File: src/hdl/lcrk_pkg.sv
// ----------------------------------------------------------------------------
// lcrk_pkg
// Shared types, constants and helpers of the LC circuit RK4 step block.
// ----------------------------------------------------------------------------
package lcrk_pkg;

  localparam int unsigned VALUE_FRAC_BITS = 16;
  localparam int unsigned STEP_FRAC_BITS  = 40;
  localparam int unsigned SIXTH_GUARD     = 16;

  // floor(y / 3) = (y * DIV3_MULT) >> DIV3_SHIFT for every y below 2^DIV3_SHIFT
  localparam int unsigned DIV3_SHIFT = 47;
  localparam logic [47:0] DIV3_MULT  = 48'((64'd1 << DIV3_SHIFT) / 64'd3 + 64'd1);

  localparam int unsigned PADDR_W = 5;

  localparam logic [63:0] INV_C_RESET_RAW =
    ((64'd1000000 << VALUE_FRAC_BITS) + 64'd24) / 64'd48;
  localparam logic [63:0] INV_L_RESET_RAW =
    ((64'd1000000 << VALUE_FRAC_BITS) + 64'd11) / 64'd22;
  localparam logic [47:0] INV_C_RESET = INV_C_RESET_RAW[47:0];
  localparam logic [47:0] INV_L_RESET = INV_L_RESET_RAW[47:0];

  localparam logic signed [63:0] VOLT_RESET_RAW = 64'sd10000 <<< VALUE_FRAC_BITS;
  localparam logic signed [31:0] VOLT_RESET =
    (VOLT_RESET_RAW > 64'sd2147483647) ? 32'sh7FFF_FFFF : VOLT_RESET_RAW[31:0];

  typedef enum logic [1:0] {
    OP_STEP        = 2'd0,
    OP_SET_CURRENT = 2'd1,
    OP_RESTART     = 2'd2
  } opcode_e;

  typedef enum logic [1:0] {
    REG_INV_C  = 2'd0,
    REG_INV_L  = 2'd1,
    REG_INIT_V = 2'd2,
    REG_INIT_I = 2'd3
  } cfg_reg_e;

  typedef enum logic [2:0] {
    SH_VALUE,
    SH_HALF,
    SH_FULL,
    SH_COMB,
    SH_DIV3
  } sh_sel_e;

  typedef enum logic [3:0] {
    ST_IDLE,
    ST_QDIV,
    ST_KV,
    ST_NEG,
    ST_KI,
    ST_UV,
    ST_UI,
    ST_DBL,
    ST_ACC,
    ST_FV,
    ST_FI,
    ST_DONE
  } state_e;

  typedef struct packed {
    logic [1:0]         opcode;
    logic [31:0]        step_length;
    logic signed [31:0] diode_voltage;
    logic signed [31:0] new_current;
  } in_t;

  typedef struct packed {
    logic signed [31:0] voltage_out;
    logic signed [31:0] current_out;
    logic [63:0]        time_out;
  } out_t;

  typedef struct packed {
    logic               start;
    logic signed [63:0] a;
    logic [47:0]        b;
    sh_sel_e            sh;
  } mul_req_t;

  typedef struct packed {
    logic               done;
    logic signed [63:0] res;
  } mul_rsp_t;

  function automatic logic [127:0] round_const(input sh_sel_e sh);
    logic [127:0] r;
    case (sh)
      SH_VALUE: r = 128'd1 << (VALUE_FRAC_BITS - 1);
      SH_HALF:  r = 128'd1 << STEP_FRAC_BITS;
      SH_FULL:  r = 128'd1 << (STEP_FRAC_BITS - 1);
      SH_COMB:  r = 128'd1 << (STEP_FRAC_BITS + SIXTH_GUARD - 1);
      SH_DIV3:  r = '0;
      default:  r = '0;
    endcase
    return r;
  endfunction

endpackage

File: src/hdl/lcrk_mul.sv
// ----------------------------------------------------------------------------
// lcrk_mul
// Shared signed-by-unsigned multiplier with rounding shift and saturation.
// One 32x32 partial product a cycle, accumulated at 128 bits.
// ----------------------------------------------------------------------------
module lcrk_mul import lcrk_pkg::*; (
  input  logic     clk_i,
  input  logic     rst_ni,
  input  mul_req_t req_i,
  output mul_rsp_t rsp_o
);

  localparam logic [2:0] LAST_PP  = 3'd3;
  localparam logic [2:0] FIN_STEP = 3'd5;

  logic               busy_q, done_q, pp_vld_q;
  logic [2:0]         cnt_q;
  logic [63:0]        mag_q;
  logic [47:0]        b_q;
  logic               neg_q;
  sh_sel_e            sh_q;
  logic [127:0]       acc_q;
  logic [63:0]        pp_q;
  logic [1:0]         pp_off_q;
  logic signed [63:0] res_q;

  logic [31:0]        ah, bh;
  logic [63:0]        pp_d;
  logic [127:0]       pp_sh;
  logic [127:0]       qv;
  logic [63:0]        mag_res;
  logic               issue, fin;

  assign issue = busy_q && (cnt_q <= LAST_PP);
  assign fin   = busy_q && (cnt_q == FIN_STEP);

  always_comb begin
    ah   = cnt_q[0] ? mag_q[63:32] : mag_q[31:0];
    bh   = cnt_q[1] ? {16'b0, b_q[47:32]} : b_q[31:0];
    pp_d = 64'(ah) * 64'(bh);
  end

  always_comb begin
    case (pp_off_q)
      2'd0:    pp_sh = {64'b0, pp_q};
      2'd1:    pp_sh = {32'b0, pp_q, 32'b0};
      2'd2:    pp_sh = {pp_q, 64'b0};
      default: pp_sh = '0;
    endcase
  end

  always_comb begin
    case (sh_q)
      SH_VALUE: qv = acc_q >> VALUE_FRAC_BITS;
      SH_HALF:  qv = acc_q >> (STEP_FRAC_BITS + 1);
      SH_FULL:  qv = acc_q >> STEP_FRAC_BITS;
      SH_COMB:  qv = acc_q >> (STEP_FRAC_BITS + SIXTH_GUARD);
      SH_DIV3:  qv = acc_q >> DIV3_SHIFT;
      default:  qv = acc_q;
    endcase
    mag_res = (|qv[127:63]) ? {1'b0, {63{1'b1}}} : {1'b0, qv[62:0]};
  end

  always_ff @(posedge clk_i or negedge rst_ni) begin
    if (!rst_ni) begin
      busy_q   <= 1'b0;
      cnt_q    <= '0;
      done_q   <= 1'b0;
      pp_vld_q <= 1'b0;
    end else begin
      done_q   <= fin;
      pp_vld_q <= issue;
      if (req_i.start) begin
        busy_q <= 1'b1;
        cnt_q  <= '0;
      end else if (fin) begin
        busy_q <= 1'b0;
      end else if (busy_q) begin
        cnt_q <= cnt_q + 3'd1;
      end
    end
  end

  always_ff @(posedge clk_i) begin
    if (req_i.start) begin
      neg_q <= req_i.a[63];
      mag_q <= req_i.a[63] ? 64'(-req_i.a) : 64'(req_i.a);
      b_q   <= req_i.b;
      sh_q  <= req_i.sh;
      acc_q <= round_const(req_i.sh);
    end else if (pp_vld_q) begin
      acc_q <= acc_q + pp_sh;
    end
    if (issue) begin
      pp_q     <= pp_d;
      pp_off_q <= 2'({1'b0, cnt_q[0]} + {1'b0, cnt_q[1]});
    end
    if (fin) begin
      res_q <= neg_q ? -$signed(mag_res) : $signed(mag_res);
    end
  end

  assign rsp_o.done = done_q;
  assign rsp_o.res  = res_q;

  a_start_idle : assert property (@(posedge clk_i) disable iff (!rst_ni)
    req_i.start |-> !busy_q)
    else $error("multiply started while busy");

  a_done_latency : assert property (@(posedge clk_i) disable iff (!rst_ni)
    req_i.start |-> ##7 done_q)
    else $error("multiply result late");

  a_done_pulse : assert property (@(posedge clk_i) disable iff (!rst_ni)
    done_q |=> !done_q)
    else $error("multiply done held");

endmodule

File: config.mk
export PLATFORM = sky130hd
export DESIGN_NAME = lcrk_mul
export DESIGN_NICKNAME = d
export VERILOG_FILES = /design/src/hdl/lcrk_pkg.sv /design/src/hdl/lcrk_mul.sv
export SDC_FILE = /design/constraint.sdc
export NUM_CORES = 2
export LEC_CHECK = 0
export BUFFER_PORTS_ARGS = -buffer_cell sky130_fd_sc_hd__buf_2
export CELL_PAD_IN_SITES_DETAIL_PLACEMENT = 0
export CELL_PAD_IN_SITES_GLOBAL_PLACEMENT = 1
export CORE_UTILIZATION = 55
export DETAILED_ROUTE_END_ITERATION = 16
export MAX_ROUTING_LAYER = met4
export PLACE_DENSITY = 0.95
export SKIP_LAST_GASP = 1
export SLEW_MARGIN = 20
export SYNTH_ARGS = -nofsm -noshare
export SYNTH_HDL_FRONTEND = slang
export SYNTH_SLANG_ARGS = --single-unit
File: constraint.sdc
create_clock -name clk_i -period 28.8 [get_ports clk_i]
set_clock_uncertainty 0.2 [all_clocks]
set_input_delay 2.88 -clock clk_i [delete_from_list [all_inputs] [get_ports clk_i]]
set_output_delay 2.88 -clock clk_i [all_outputs]
set_load 0.01 [all_outputs]
== Word-level counts from Yosys, hierarchy flattened ==
Index checks and enable logic that the tools add are counted.

* Input bits: 118
* Output and inout port bits: 65
* Flip-flop bits (word level): 380
* Logic and storage cells: 56

* Reductions and logical operators: 10
* Add/subtract/negate cells: 5
* Order comparisons: 1
* Muxes and demuxes: 15
* Equal/unequal tests: 11
* Multipliers: 1

{| class="wikitable"
|+ Operators by type and width
! kind !! count
|-
| $pmux W128 S5 || 1
|-
| $pmux W128 S3 || 1
|-
| $mux W128 || 2
|-
| $pmux W56 S4 || 1
|-
| $add A128 B128 Y128 || 1
|-
| $mux W63 || 2
|-
| $reduce_or A65 Y1 || 1
|-
| $mul A32 B32 Y64 || 1
|-
| $mux W32 || 2
|-
| $mux W64 || 1
|-
| $neg A63 Y64 || 1
|-
| $neg A64 Y64 || 1
|-
| $eq A3 B2 Y1 const B || 4
|-
| $mux W3 || 3
|-
| $eq A3 B1 Y1 const B || 2
|-
| $eq A3 B3 Y1 const B || 2
|-
| $logic_not A3 Y1 || 2
|-
| $reduce_bool A2 Y1 || 3
|-
| $add A3 B1 Y3 const B || 1
|-
| $le A3 B2 Y1 const B || 1
|-
| $add A1 B1 Y2 || 1
|-
| $eq A2 B1 Y1 const B || 1
|-
| $eq A2 B2 Y1 const B || 1
|-
| $logic_and A1 B1 Y1 || 2
|-
| 4 further kinds || 5
|}

== Longest topological paths before layout ==
* Depth after elaboration: 6
* Depth in mapped cells: 33
* Depth with buffers taken out: 30

== Least setup slack after synthesis ==
Ideal clock, no wire load.

* Kind: register to register
* From: reg cnt_q[0]
* To: reg pp_q[63] (data pin)
* Stages on the path, launching flop included: 29
* Period minus slack after synthesis: 9.176 ns
* Setup slack: 19.624 ns
* Arrival: 8.716 ns
* Cell sequence: dfrtp_1 clkbuf_1 clkbuf_1 mux2i_1 clkbuf_1 nor2_1 fa_1 fa_1 inv_1 fa_1 fa_1 fa_1 inv_1 fa_1 fa_1 inv_1 fa_1 inv_1 ha_1 clkbuf_1 and3_1 nand2_1 o31a_1 o31ai_1 a211oi_1 o31ai_1 a311o_1 a41oi_1 xnor2_1

* Word-level cells in the longest chain between the ends: 2

{| class="wikitable"
|+ RTL lines
! element !! line !! source
|-
| start: declaration || lcrk_mul.sv:17 || <nowiki>logic [2:0] cnt_q;</nowiki>
|-
| start signal: assignment || lcrk_mul.sv:79 || <nowiki>cnt_q <= cnt_q + 3'd1;</nowiki>
|-
| $mux W32 || lcrk_mul.sv:38 || <nowiki>ah = cnt_q[0] ? mag_q[63:32] : mag_q[31:0];</nowiki>
|-
| $mul A32 B32 Y64 || lcrk_mul.sv:40 || <nowiki>pp_d = 64'(ah) * 64'(bh);</nowiki>
|-
| net pp_d[63] || lcrk_mul.sv:28 || <nowiki>logic [63:0] pp_d;</nowiki>
|-
| end signal: assignment || lcrk_mul.sv:95 || <nowiki>pp_q <= pp_d;</nowiki>
|-
| end: declaration || lcrk_mul.sv:23 || <nowiki>logic [63:0] pp_q;</nowiki>
|}

The timed path passes the listed nets, and every way through them passes these cells.
A chain may end at the register's enable or synchronous reset.

== Final worst setup path ==
* From: reg cnt_q[1]
* To: reg pp_q[62] (data pin)

* Word-level cells in the longest chain between the ends: 2

{| class="wikitable"
|+ RTL lines
! element !! line !! source
|-
| $mux W32 || lcrk_mul.sv:39 || <nowiki>bh = cnt_q[1] ? {16'b0, b_q[47:32]} : b_q[31:0];</nowiki>
|-
| $mul A32 B32 Y64 || lcrk_mul.sv:40 ||
|-
| net pp_d[62] || lcrk_mul.sv:28 ||
|}

The timed path passes the listed nets, and every way through them passes these cells.

==> impl_results.md <==
* Routed WL per cell at 26.4 um
* CTS root buf: clkbuf_16
* Die H at 336 um
* Met2 Use GR at 0.626
* Post-Syn Nets at 8269
* Register area share after synthesis at 0.185
* I/O Buffers at 182
* Async SR Flop Fraction at 0.0158
* Worst EP arrival at 10.79 ns
* Yosys reg bits at 380
* Yosys cell types at 86
* H-tree levels at 2
* Period Utilization, post-route at 0.366
* Reg2reg setup slack at 18.26 ns
* Largest net degree at the start of global routing at 151
* Cell mode on critical path: fa_1
* Crit path capture type: flop
* Storage cell area at 0.0114 mm2
* Slowest Stage Delay on Critical Path at 0.88 ns
* Layout fillers at 9726
* Min cycle time layout at 10.54 ns
* DR iter-0 viols at 5717
* First-pass GRT wire length at 327 mm
* Initial cell density of the core at 0.555
* Hold buffers post-CTS at 0
* Final setup fails at 0
* Setup CP Type: flop to flop
* Vias in the first global route at 52300
* Max-cap violations at 0
* CTS buffer count at 48
* Latest clock arrival within the worst-skew pair at 0.69 ns
* Critical path peak fanout at 30
* Slowest cell on crit path: nand2_1
* Fmax at 0.0949 GHz
* # clock sinks at 380
* Most frequent cells in the layout: nor2_1 (977), inv_1 (946), fa_1 (897), nand2_1 (749), ha_1 (395)
* Worst setup margin at 18.26 ns
* DRC viols at 0
* GRT busiest layer: met2
* Synth-to-Final Area Change at 6.48%
* Ys flop type: edfxtp_1
* Met3 usage at 0.0809
* CP Buf/Inv Count at 8
* Cell family with most CP delay: adder cells
* Mapped cell area at 0.0614 mm2
* Core ar. at 0.111 mm2
* Post-DRT Antenna Nets at 0
* Clock-pin slew on the worst setup and hold paths at 0.06 ns
* Post-synth EDFFs at 374
* Startpoint Class: flop
* Slew @ Worst Pin at 1.24 ns
* Share of cells above drive strength 1 at 0.0807
* Syn Area/Cell at 8.95 um2
* GP Congestion at 1.01
* Post-place setup slack at 18.34 ns
* Width of the chip at 336 um
* Die footprint at 0.113 mm2
* Synth warn at 0
* Fin. Hold Viols at 0
* DRT Pass-1 Iters at 6
* Setup Fix Bufs, Post-CTS at 0
* HP Class: flop to flop
* Total number of vias at 52000
* Vias per inst at 6.23
* Max-slew violation count at 0
* Status: finished clean
* Relative slew margins at 0.157
* WP data required at 29.05 ns
* Initial antenna violation count at 12
* Setup repair after global routing missed its margin: false
* CTS Buffer Depth at 3
* # IOs at 183
* CTS tree: built
* Met1 Track Usage GR at 0.480
* Total GRT Usage at 0.405
* CTS resizes at 0
* Multi-input logic area at 0.0452 mm2
* Row Count at 122
* GRT overflow at 0
* Final wirelength at 220 mm
* Setup TNS at 0 ns
* Most common library cell in the layout ignoring fill and taps: nor2_1
* Synthesized instance count at 6859
* Dpl hpwl at 171 mm
* Final nets at 8214
-- state kept, by name, indices dropped and copies added (netlist names) --
signal,cells
acc_q,128
mag_q,64
pp_q,64
res_q,64
b_q,48
cnt_q,3
sh_q,3
pp_off_q,2
busy_q,1
done_q,1
neg_q,1
pp_vld_q,1
-- cell families after synthesis --
kind of cell	Yosys count	synth area share
adders and majority gates	1292	0.373
AOI/OAI and AO/OA	1092	0.116
and+or+nand+nor	2276	0.162
DFF	380	0.185
muxes	218	0.0437
xor gates and xnor gates	260	0.0371
buffers and inverters	1341	0.0828
-- per-stage QoR --
step / hold WS (ns) / cell area, um2 / instances / utilization
final: 0.399 / 65400 / 8337 / 0.591
after global routing: 0.407 / 65400 / 8333 / 0.591
after CTS: 0.397 / 65300 / 8328 / 0.590
after detailed placement: 0.389 / 63700 / 8242 / 0.575
after global placement: 0.340 / 63700 / 8242 / 0.575
after floorplan: 0.326 / 61400 / 6859 / -
-- layer usage --
layer  routed length, um  up-vias
met4               18400        0
met1               80300    25600
met3               21600      842
li1                    -    22500
met2               99600     3087
met5                   0        -
-- worst paths after layout --
kind / startpoint / end / depth (start not counted)
max: cnt_q[1]$_DFFE_PN0P_ / pp_q[62]$_DFFE_PP_ / 30
max reg2reg: cnt_q[1]$_DFFE_PN0P_ / pp_q[62]$_DFFE_PP_ / 30
max in group asynchronous: rst_ni / cnt_q[0]$_DFFE_PN0P_ / 1
min: busy_q$_DFFE_PN0P_ / cnt_q[2]$_DFFE_PN0P_ / 2
min reg2reg: busy_q$_DFFE_PN0P_ / cnt_q[2]$_DFFE_PN0P_ / 2
min in group asynchronous: rst_ni / cnt_q[0]$_DFFE_PN0P_ / 1
-- worst min-delay path, stage by stage (launching register included) --
cell,delay (ns)
dfrtp_1,0.40
nand2b_1,0.08
a21oi_1,0.07
-- area by class of cell --
cell class,instances,area share
repair buffers,286,0.0262
flip-flops and latches,380,0.174
clock buffers,51,0.0185
inverters,950,0.0546
well taps,1488,0.0285
diodes,9,0.000345
clock inverters,35,0.00685
multi-input cells,5138,0.691
-- synth_stat cells (36+ instances only) --
| master | instances | share of area |
|---|---|---|
| a21o_1 | 118 | 0.014 |
| a21oi_1 | 299 | 0.024 |
| a22o_1 | 39 | 0.0056 |
| a31oi_1 | 52 | 0.0053 |
| and2_1 | 74 | 0.0075 |
| clkbuf_1 | 334 | 0.020 |
| edfxtp_1 | 374 | 0.18 |
| fa_1 | 897 | 0.29 |
| ha_1 | 395 | 0.081 |
| inv_1 | 946 | 0.058 |
| mux2_2 | 70 | 0.013 |
| mux2i_1 | 114 | 0.019 |
| nand2_1 | 750 | 0.046 |
| nand3_1 | 67 | 0.0055 |
| nand4_1 | 76 | 0.0077 |
| nor2_1 | 979 | 0.060 |
| nor2b_1 | 54 | 0.0055 |
| nor3_1 | 57 | 0.0046 |
| o21a_1 | 38 | 0.0046 |
| o21ai_0 | 201 | 0.016 |
| o21bai_1 | 60 | 0.0073 |
| o31ai_1 | 36 | 0.0044 |
| xnor2_1 | 171 | 0.024 |
| xor2_1 | 89 | 0.013 |
Power is left out: the tool's default activity adds up to more than one toggle a clock period on the data nets, which glitch-free logic cannot reach.
